### src/design/frg_pkg.sv
`timescale 1ns / 1ps

package frg_pkg;

  // Width of every numeric field on the ports; WORD_BITS selects the low part that is used.
  localparam int unsigned FRG_FIELD_BITS = 64;

  typedef struct packed {
    logic                      kind;
    logic [FRG_FIELD_BITS-1:0] numerator_bits;
    logic [FRG_FIELD_BITS-1:0] denominator;
  } frg_in_t;

  typedef struct packed {
    logic [FRG_FIELD_BITS-1:0] numerator_magnitude;
    logic                      numerator_negative;
    logic [FRG_FIELD_BITS-1:0] reduced_denominator;
  } frg_out_t;

  typedef enum logic [2:0] {
    S_IDLE,
    S_SETUP,
    S_GCD,
    S_DIV,
    S_HOLD
  } frg_state_t;

  // Commands from the controller to the datapath.
  typedef struct packed {
    logic load;
    logic classify;
    logic gcd_step;
    logic div_init;
    logic div_step;
    logic store;
  } frg_cmd_t;

  // Status from the datapath to the controller.
  typedef struct packed {
    logic special;
    logic gcd_done;
    logic div_done;
  } frg_status_t;

endpackage

### src/design/frg_ctrl.sv
`timescale 1ns / 1ps

module frg_ctrl (
  input  logic                clk,
  input  logic                rst,
  input  logic                item_valid,
  output logic                item_ready,
  output logic                result_valid,
  input  logic                result_ready,
  input  frg_pkg::frg_status_t st,
  output frg_pkg::frg_cmd_t    cmd
);
  import frg_pkg::*;

  frg_state_t state;
  frg_state_t state_next;
  logic       res_valid;
  logic       res_valid_next;
  logic       out_free;

  assign out_free     = !res_valid || result_ready;
  assign item_ready   = (state == S_IDLE);
  assign result_valid = res_valid;

  always_comb begin
    state_next = state;
    unique case (state)
      S_IDLE:  if (item_valid) state_next = S_SETUP;
      S_SETUP: state_next = st.special ? S_HOLD : S_GCD;
      S_GCD:   if (st.gcd_done) state_next = S_DIV;
      S_DIV:   if (st.div_done) state_next = S_HOLD;
      S_HOLD:  if (out_free) state_next = S_IDLE;
      default: state_next = S_IDLE;
    endcase
  end

  always_comb begin
    cmd = '0;
    unique case (state)
      S_IDLE:  cmd.load     = item_valid;
      S_SETUP: cmd.classify = 1'b1;
      S_GCD: begin
        cmd.gcd_step = !st.gcd_done;
        cmd.div_init = st.gcd_done;
      end
      S_DIV:   cmd.div_step = 1'b1;
      S_HOLD:  cmd.store    = out_free;
      default: cmd = '0;
    endcase
  end

  always_comb begin
    res_valid_next = res_valid && !result_ready;
    if (cmd.store) res_valid_next = 1'b1;
  end

  always_ff @(posedge clk) begin
    if (rst) begin
      state     <= S_IDLE;
      res_valid <= 1'b0;
    end else begin
      state     <= state_next;
      res_valid <= res_valid_next;
    end
  end

`ifndef SYNTHESIS
  a_accept_to_setup: assert property (@(posedge clk) disable iff (rst)
    item_valid && item_ready |=> state == S_SETUP)
    else $error("accepted beat did not start setup");

  a_valid_from_hold: assert property (@(posedge clk) disable iff (rst)
    $rose(res_valid) |-> $past(state == S_HOLD))
    else $error("result raised outside the hold state");
`endif

endmodule

### src/design/frg_datapath.sv
`timescale 1ns / 1ps

module frg_datapath #(
  parameter int unsigned WORD_BITS = 64
) (
  input  logic                 clk,
  input  logic                 rst,
  input  frg_pkg::frg_in_t     item,
  input  frg_pkg::frg_cmd_t    cmd,
  output frg_pkg::frg_status_t st,
  output frg_pkg::frg_out_t    result
);
  import frg_pkg::*;

  localparam int unsigned W  = WORD_BITS;
  localparam int unsigned KW = $clog2(W);

  logic [W-1:0]  a, b, a_next, b_next;
  logic [KW-1:0] k, k_next;
  logic [W-1:0]  g;
  logic [W-1:0]  qm, qd;
  logic [W:0]    rm, rd;
  logic [KW-1:0] cnt;
  logic          neg, spec;
  frg_out_t      res;

  logic [W-1:0]  nb_in, den_in, mag_in;
  logic          neg_in;
  logic [W:0]    rm_sh, rd_sh, rm_sub, rd_sub;
  logic          rm_ge, rd_ge;
  frg_out_t      res_next;

  // Input word: magnitude and sign of the numerator.
  assign nb_in  = item.numerator_bits[W-1:0];
  assign den_in = item.denominator[W-1:0];
  assign neg_in = item.kind && nb_in[W-1];
  assign mag_in = neg_in ? (~nb_in + W'(1)) : nb_in;

  assign st.special  = (a == '0) || (b == '0) || (b == W'(1));
  assign st.gcd_done = (a == b);
  assign st.div_done = (cnt == '0);

  // One binary gcd step: halve an even operand, or replace the larger odd one
  // by half the difference. Common factors of two are counted in k.
  always_comb begin
    a_next = a;
    b_next = b;
    k_next = k;
    if (!a[0] && !b[0]) begin
      a_next = a >> 1;
      b_next = b >> 1;
      k_next = k + KW'(1);
    end else if (!a[0]) begin
      a_next = a >> 1;
    end else if (!b[0]) begin
      b_next = b >> 1;
    end else if (a > b) begin
      a_next = (a - b) >> 1;
    end else if (b > a) begin
      b_next = (b - a) >> 1;
    end
  end

  // Two restoring dividers share the divisor g.
  assign rm_sh  = {rm[W-1:0], qm[W-1]};
  assign rd_sh  = {rd[W-1:0], qd[W-1]};
  assign rm_ge  = rm_sh >= {1'b0, g};
  assign rd_ge  = rd_sh >= {1'b0, g};
  assign rm_sub = rm_sh - {1'b0, g};
  assign rd_sub = rd_sh - {1'b0, g};

  always_comb begin
    if (!spec) begin
      res_next.numerator_magnitude = FRG_FIELD_BITS'(qm);
      res_next.numerator_negative  = neg;
      res_next.reduced_denominator = FRG_FIELD_BITS'(qd);
    end else if (qm == '0) begin
      res_next.numerator_magnitude = '0;
      res_next.numerator_negative  = 1'b0;
      res_next.reduced_denominator = FRG_FIELD_BITS'(1);
    end else if (qd == W'(1)) begin
      res_next.numerator_magnitude = FRG_FIELD_BITS'(qm);
      res_next.numerator_negative  = neg;
      res_next.reduced_denominator = FRG_FIELD_BITS'(1);
    end else begin
      res_next.numerator_magnitude = FRG_FIELD_BITS'(1);
      res_next.numerator_negative  = neg;
      res_next.reduced_denominator = '0;
    end
  end

  always_ff @(posedge clk) begin
    if (cmd.load) begin
      a   <= mag_in;
      b   <= den_in;
      qm  <= mag_in;
      qd  <= den_in;
      neg <= neg_in;
      k   <= '0;
    end else if (cmd.gcd_step) begin
      a <= a_next;
      b <= b_next;
      k <= k_next;
    end else if (cmd.div_step) begin
      rm  <= rm_ge ? rm_sub : rm_sh;
      rd  <= rd_ge ? rd_sub : rd_sh;
      qm  <= {qm[W-2:0], rm_ge};
      qd  <= {qd[W-2:0], rd_ge};
      cnt <= cnt - KW'(1);
    end
    if (cmd.classify) spec <= st.special;
    if (cmd.div_init) begin
      g   <= a << k;
      rm  <= '0;
      rd  <= '0;
      cnt <= KW'(W - 1);
    end
    if (cmd.store) res <= res_next;
  end

  assign result = res;

`ifndef SYNTHESIS
  a_gcd_nonzero: assert property (@(posedge clk) disable iff (rst)
    cmd.gcd_step |=> (a != '0) && (b != '0))
    else $error("gcd operand reached zero");

  a_divisor_nonzero: assert property (@(posedge clk) disable iff (rst)
    cmd.div_init |=> g != '0)
    else $error("zero divisor after gcd");

  a_exact_division: assert property (@(posedge clk) disable iff (rst)
    cmd.div_step && st.div_done |=> (rm == '0) && (rd == '0))
    else $error("division by gcd left a remainder");
`endif

endmodule

### src/design/fraction_reduce_gcd_top.sv
`timescale 1ns / 1ps

// Fraction reduction to lowest terms.
// Input channel (item_valid / item_ready / item): one beat carries a fraction,
// a numerator word read as unsigned (kind = 0) or two's complement (kind = 1)
// and an unsigned denominator word; only the low WORD_BITS bits of each count.
// Output channel (result_valid / result_ready / result): one beat per input
// beat with the reduced magnitude, its sign and the reduced denominator.
// A zero numerator gives 0 over 1, a denominator of one passes the numerator
// over 1, and a zero denominator gives plus or minus 1 over 0.
// The special cases skip the gcd loop and the divider. For the others, the work
// is set by the binary gcd loop, which removes at least one bit of an operand
// per cycle, followed by a restoring divider pass that divides both words by
// the gcd at once. One fraction is in work at a time. The next beat is taken
// in the cycle after the previous result is parked in the output register,
// even if that result is not yet taken.
// If the receiver stalls, a finished fraction waits in the hold state until
// the output register frees. Synchronous reset returns the controller to idle
// and drops result_valid; no other state survives between fractions.
module fraction_reduce_gcd_top #(
  parameter int unsigned WORD_BITS = 64
) (
  input  logic             clk,
  input  logic             rst,
  input  logic             item_valid,
  output logic             item_ready,
  input  frg_pkg::frg_in_t item,
  output logic             result_valid,
  input  logic             result_ready,
  output frg_pkg::frg_out_t result
);
  import frg_pkg::*;

  // Commands and status between the sequencer and the arithmetic.
  frg_cmd_t    cmd;
  frg_status_t st;

  frg_ctrl u_ctrl (
    .clk          (clk),
    .rst          (rst),
    .item_valid   (item_valid),
    .item_ready   (item_ready),
    .result_valid (result_valid),
    .result_ready (result_ready),
    .st           (st),
    .cmd          (cmd)
  );

  frg_datapath #(
    .WORD_BITS (WORD_BITS)
  ) u_datapath (
    .clk    (clk),
    .rst    (rst),
    .item   (item),
    .cmd    (cmd),
    .st     (st),
    .result (result)
  );

`ifndef SYNTHESIS
  // A result is never overwritten while it waits for the receiver.
  a_no_overwrite: assert property (@(posedge clk) disable iff (rst)
    result_valid && !result_ready |-> !cmd.store)
    else $error("stored over a pending result");
`endif

endmodule
### config.mk
export PLATFORM = sky130hd
export DESIGN_NAME = fraction_reduce_gcd_top
export DESIGN_NICKNAME = d
export VERILOG_FILES = /design/src/design/frg_pkg.sv /design/src/design/frg_ctrl.sv /design/src/design/frg_datapath.sv /design/src/design/fraction_reduce_gcd_top.sv
export SDC_FILE = /design/constraint.sdc
export NUM_CORES = 2
export LEC_CHECK = 0
export BUFFER_PORTS_ARGS = -buffer_cell sky130_fd_sc_hd__buf_2
export CORE_UTILIZATION = 50
export DETAILED_ROUTE_END_ITERATION = 8
export GPL_TIMING_DRIVEN = 0
export PLACE_DENSITY_LB_ADDON = 0.12
export SETUP_SLACK_MARGIN = 0.4
export SLEW_MARGIN = 15
export SYNTH_ARGS = -nofsm -noshare
export SYNTH_HDL_FRONTEND = slang
export SYNTH_SLANG_ARGS = --single-unit
### constraint.sdc
create_clock -name clk -period 12.7 [get_ports clk]
set_clock_uncertainty 0.2 [all_clocks]
set_input_delay 1.905 -clock clk [delete_from_list [all_inputs] [get_ports clk]]
set_output_delay 1.905 -clock clk [all_outputs]
set_load 0.01 [all_outputs]
# --- Word level (Yosys, flattened, before mapping) ---
# Index checks and enable logic that the tools add are counted.
totals:
  register_bits: 595
  in_bits: 133
  elab_cells: 112
  out_inout_bits: 131
classes:
  n_shift: 1
  mux: 37
  reduce_logical: 26
  addsub: 7
  n_eq_ne: 16
  n_lt_le_gt_ge: 4
  bitwise: 3
op_table:
  columns: ["operator", "count"]
  rows:
  - ["$mux W64", 22]
  - ["$mux W129", 3]
  - ["$sub A64 B64 Y64", 4]
  - ["$logic_not A64 Y1", 3]
  - ["$ge A65 B64 Y1", 2]
  - ["$eq A64 B1 Y1 const B", 2]
  - ["$gt A64 B64 Y1", 2]
  - ["$add A64 B1 Y64 const B", 1]
  - ["$eq A64 B64 Y1", 1]
  - ["$not A64 Y64", 1]
  - ["$shl A64 B6 Y64", 1]
  - ["$ne A4 B4 Y1 const B", 4]
  - ["$mux W3", 5]
  - ["$pmux W3 S5", 1]
  - ["$reduce_and A4 Y1", 2]
  - ["$add A6 B1 Y6 const B", 1]
  - ["$eq A3 B2 Y1 const B", 2]
  - ["$logic_not A6 Y1", 1]
  - ["$ne A2 B1 Y1 const B", 3]
  - ["$reduce_and A2 Y1", 3]
  - ["$reduce_and A3 Y1", 2]
  - ["$sub A6 B1 Y6 const B", 1]
  - ["$logic_not A1 Y1", 5]
  - ["$mux W1", 5]
  - ["other kinds (10)", 17]

# --- Logic depth before layout (Yosys ltp) ---
logic_depth:
  word_depth: 8
  mapped_depth: 16
  ltp_nobuf: 14

# --- By module ---
# A second synthesis with hierarchy kept.
unflattened:
  hier_cells: 5368
  area_unflattened_um2: 45856.5
by_module_without_submodules:
  columns: ["mod", "cells_each", "seq_area_each_um2", "n_inst", "area_per_inst_um2"]
  rows:
  - ["frg_datapath", 5340, 16345.7, 1, 45611.2]
  - ["frg_ctrl", 28, 80.1, 1, 245.2]

# --- Least setup slack after synthesis ---
# OpenSTA, ideal clock, no wires.
synth_path:
  kind: "in2reg"
  from: "input port result_ready"
  to: "register u_datapath.res, in the netlist u_datapath.result[0] (enable)"
  stages: 2
  required_ns: 11.882
  n_path_buf: 0
  arrival_time_ns: 7.331
  slack_ns: 4.550
  setup_time_ns: 0.618
  path_cell_list: "nor2b_1 nor2_1"
synth_rtl:
  columns: ["item", "line", "rtl"]
  rows:
  - ["start, declared", "fraction_reduce_gcd_top.sv:29", "input logic result_ready,"]
  - ["end signal, assigned", "frg_datapath.sv:118", "if (cmd.store) res <= res_next;"]
  - ["end, declared", "frg_datapath.sv:25", "frg_out_t res;"]

# --- Worst setup path in the final report ---
layout_path:
  from: "register u_datapath.b[3]"
  to: "register u_datapath.b[45] (data pin)"
layout_between:
  elab_chain_cells: 8
layout_lines:
  columns: ["item", "line", "rtl"]
  rows:
  - ["start, declared", "frg_datapath.sv:18", "logic [W-1:0] a, b, a_next, b_next;"]
  - ["start signal, assigned", "frg_datapath.sv:95", "b <= den_in;"]
  - ["start signal, assigned", "frg_datapath.sv:102", "b <= b_next;"]
  - ["$sub A64 B64 Y64", "frg_datapath.sv:60", "b_next = (b - a) >> 1;"]
  - ["$mux W64", "frg_datapath.sv:59", "end else if (b > a) begin"]
  - ["$mux W64", "frg_datapath.sv:57", "end else if (a > b) begin"]
  - ["$mux W64", "frg_datapath.sv:55", "end else if (!b[0]) begin"]
  - ["$mux W64", "frg_datapath.sv:53", "end else if (!a[0]) begin"]
  - ["$mux W64", "frg_datapath.sv:49", "if (!a[0] && !b[0]) begin"]
  - ["$mux W64", "frg_datapath.sv:100", "end else if (cmd.gcd_step) begin"]
  - ["$mux W64", "frg_datapath.sv:93", "if (cmd.load) begin"]
# Every way passes these cells. The select of a mux whose other input is x is not followed.
# A chain may end at the register's enable or synchronous reset.

==> out/results.txt <==
In this run, post-CTS repair resized a total of 0 instances. The aggregate negative setup slack came out at 0 ns. At the end of routability-driven placement, the weighted congestion stood at 1.042. TritonCTS built the clock tree. The xor and xnor fraction of the mapped netlist area is 5.631%, and the count of boundary I/O pins is 264. Number of remaining DRC errors: 0.

The worst hold path stage count was 2; the overall via count from detail_route was 45010. The startpoint identified for the worst register-to-register timing path is u_datapath.b[3]. The area fraction in compound gates after synthesis came out at 21.36%.

After clock tree synthesis, the clock-pin slew on the worst setup and hold paths is 0.06 ns. The destination of the worst register-to-register timing path was u_datapath.b[45]. Type of the tightest min-delay check: flop to flop. Setup repair after global routing left no endpoint under its margin. The tools report the reported leakage power as 20.52 nW.

The worst register-to-register path has a depth of 14. Summing every instance area after synthesis gives 45730 µm². The initial utilization of the core area, before any placement, comes to 50.65%.

The routed wirelength normalized by instance count was 27.76 µm; the number of port buffers was 263. Entering global routing, the biggest net connects 61 pins. Summed over its instances, the top area cell type makes up 29.61% of the synthesized netlist area. The number of global-route vias before repair came out at 42560. Number of violations of the max-capacitance limit: 0.

The region available for standard cell placement spans 90290 µm². The tools report the sequential fraction of the synthesis area as 35.92%. The number of placed instances, taps included, is 6870.

The die height works out to 304.4 µm. Most used standard cell by instance count after synthesis: sky130_fd_sc_hd__nand2_1. Summing the areas of all and, or, nand and nor instances in the mapped netlist gives 19.25% of the synthesized area. The tools report the CTS sink count as 595.

The register area is 16430 µm². For this design, the CTS-stage hold fixing added 0 buffers. In the final layout, the share of cells above drive strength 1 is 9.598%. The average footprint of a synthesized cell was 8.441 µm²; the residual antenna-violating net count after detailed routing was 0. Buffers inserted during clock tree synthesis total 72.

Final net count: 6166. The flow ran to the end, and the final reports show no timing, DRC or antenna violations. The path with the worst hold slack has its endpoint at u_datapath.rm[18]. Setup violations remaining at the end of the flow were counted as 0. Kind of capture point of the worst setup path: a flop. The mux cell area share after synthesis works out to 5.338%. The tools report the required time at the endpoint of the critical path as 12.88 ns. For the pin with the worst max-slew slack, the measured transition is 1.334 ns. Global routing consumed, over all layers together, 40.64% of the routing resources. Measured against its own limit, the worst slew margin works out to 11.08%. Once placement finished, the instance area stood at 48840 µm². The final max-slew violation count was 0; the post-route worst hold slack was 0.2774 ns.

The cell count after synthesis came out at 5418. After synthesis, the largest family of logic cells by area is compound AO/OA/AOI/OAI gates. The number of hold-slack violations in the final timing report is 0, and the number of standard-cell rows in the floorplan is 110. The DRC violation total after the first TritonRoute iteration was 5457. Total iterations of the first detailed-routing run: 7. Number of standard cells in the layout, taps in and fillers out: 7001.

The primary flip-flop cell chosen by synthesis mapping is sky130_fd_sc_hd__edfxtp_1. The total nets after synthesis was 5816; the total grt overflow was 0. In this run the worst path has a maximum fanout of 9.

The root buffer cell was sky130_fd_sc_hd__clkbuf_16. Dividing total power by cell area gives a power density of 333.4 nW/µm². After synthesis, the share of flip-flops with an asynchronous set or reset is 0%. For the worst setup path, the data arrival time is 6.05 ns.

Of the total synthesized cell area, the portion taken by full adders, half adders and majority gates is 7.316%. Mean number of vias per cell: 6.429. For the total of warnings raised by yosys, the log shows 0. The largest total area in the synthesized netlist belongs to sky130_fd_sc_hd__edfxtp_1. The total of fill cells in the finished design is 8485, and the width of the die is 304.4 µm. The clock reaches the later pin of the worst-skew pair after 0.65 ns.

STA classifies the critical path startpoint as a flop. The first global-routing pass estimated 279400 µm of wire. The tools report the number of unique standard cell types used by synthesis as 97. The tools report the highest ir drop seen on vdd as 0.1863 mV. The share of the clock period used by the worst path after layout was 46.26%.

The synthesized design contains 451 enable-type register cells. The number of H-tree levels is 3. The logs give 194300 µm for the total detailed-routing wirelength and 0.1702 GHz for the maximum frequency from static timing analysis. The area of the multi-input gates came out at 26980 µm². By area the synthesized netlist is led by sky130_fd_sc_hd__edfxtp_1 30%, sky130_fd_sc_hd__ha_1 7.1%, sky130_fd_sc_hd__a21oi_1 6.6%. The HPWL after detailed placement is 155000 µm.

Once the clock tree was built, the setup fixing pass inserted 0 buffers. Finished layout cell area: 51130 µm². For the die footprint, the log shows 92680 µm². The smallest clock period supported by the final layout is computed as 5.874 ns. The maximum root-to-sink buffer count was 3.

The area overhead of the layout relative to synthesis is 11.81%, and the synthesized flop and latch total is 595. In this run the most critical hold path is launched from u_datapath.rm[18]. The critical setup path kind was flop to flop. In this run the register-to-register setup slack is 6.83 ns. Initial antenna violation count: 4. After synthesis, the most frequently instantiated cells are 645 x sky130_fd_sc_hd__nand2_1, 601 x sky130_fd_sc_hd__a21oi_1, 544 x sky130_fd_sc_hd__nor2_1.
## cells in the final DEF, fill, tap and decap left out, drive strengths merged, types with 25 or more instances in the layout
cell,netlist,layout
mux2,27,27
a221oi,71,71
a21o,116,116
nand3,92,92
o31ai,30,30
clkbuf,272,375
nor2,545,545
nor4,88,88
o21ai,321,321
edfxtp,451,451
o211ai,54,54
xor2,106,106
nand4,96,96
o21bai,75,75
and3,84,84
nand2b,28,28
a21oi,602,602
dfxtp,144,144
mux2i,101,101
buf,67,343
ha,261,261
or3,30,30
a31oi,75,75
a211oi,25,25
mux4,50,50
nor2b,89,89
nor3,91,91
and2,34,34
nand2,647,647
xnor2,188,188
o21a,35,35
inv,273,277
## worst max path at each step
stage / start / to / slack [ns] / cells after the start
after floorplan: result_ready / u_datapath.result[0] / 4.55 / 2
after global placement: result_ready / u_datapath.result[121] / 1.42 / 3
after detailed placement: item_valid / u_datapath.qm[58] / 6.76 / 6
after CTS: u_datapath.qm[63] / u_datapath.rm[29] / 7.12 / 15
after global routing: u_datapath.a[0] / u_datapath.b[45] / 6.79 / 13
final: u_datapath.b[3] / u_datapath.b[45] / 6.83 / 14
## report_power, final
| group | switching (mW) | internal, mW |
|---|---|---|
| logic | 7.15 | 3.60 |
| clock network | 0.873 | 1.20 |
| registers | 1.06 | 3.16 |
## through the flow
step           utilization [%]  setup slack [ns]  total power [mW]
2_1_floorplan                -             4.550             10.68
3_3_place_gp             53.74             1.422             14.48
3_5_place_dp             54.10             6.761             14.50
4_1_cts                  56.63             7.123             16.62
5_1_grt                  56.63             6.786             17.77
6_report                 56.63             6.826             17.05
## sequential cells by signal (all words and copies together), names as in the netlist, 64 cells and up
name and cells:
u_datapath.b 64, u_datapath.qm 64, u_datapath.g 64, u_datapath.a 64, u_datapath.rm 64, u_datapath.qd 64
u_datapath.result 129, u_datapath.rd 64
## area by class of cell
type / instances / area share (%)
clock inverters: 27 / 0.5530
clock buffers: 103 / 3.913
multi-input cells: 4210 / 52.77
repair buffers: 276 / 3.115
inverters: 274 / 2.011
plain buffers: 339 / 2.635
flip-flops and latches: 595 / 32.12
diodes: 1 / 0.004894
well taps: 1176 / 2.878
## metal layers
| layer | up-vias | global-route usage, % | part of all wire, % |
|---|---|---|---|
| met5 | - | 0 | 0.013 |
| met4 | 4 | 30.09 | 8.7 |
| met3 | 673 | 6.484 | 7.8 |
| met2 | 2415 | 66.80 | 46 |
| met1 | 21490 | 48.08 | 37 |
| li1 | 20430 | - | - |
## critical path, stage by stage, from the launching register on
cell	delay [ns]
sky130_fd_sc_hd__edfxtp_1	0.51
sky130_fd_sc_hd__inv_1	0.08
sky130_fd_sc_hd__ha_1	0.29
sky130_fd_sc_hd__clkbuf_1	0.20
sky130_fd_sc_hd__nor2_1	0.14
sky130_fd_sc_hd__a211oi_1	0.07
sky130_fd_sc_hd__a211oi_1	0.56
sky130_fd_sc_hd__o221ai_1	0.39
sky130_fd_sc_hd__a311oi_1	0.94
sky130_fd_sc_hd__a21oi_1	0.50
sky130_fd_sc_hd__a21oi_1	0.74
sky130_fd_sc_hd__o21ai_0	0.20
sky130_fd_sc_hd__xor2_1	0.21
sky130_fd_sc_hd__a22oi_1	0.43
sky130_fd_sc_hd__o21ai_0	0.13
## cells by family after synthesis
kind of cell             Yosys count
AO/OA/AOI/OAI                   1580
XOR/XNOR                         294
adder cells (fa/ha/maj)          265
buffers and inverters            613
flip-flops                       595
multiplexers                     178
AND/OR/NAND/NOR                 1893
Power figures use the tool's default switching activity.
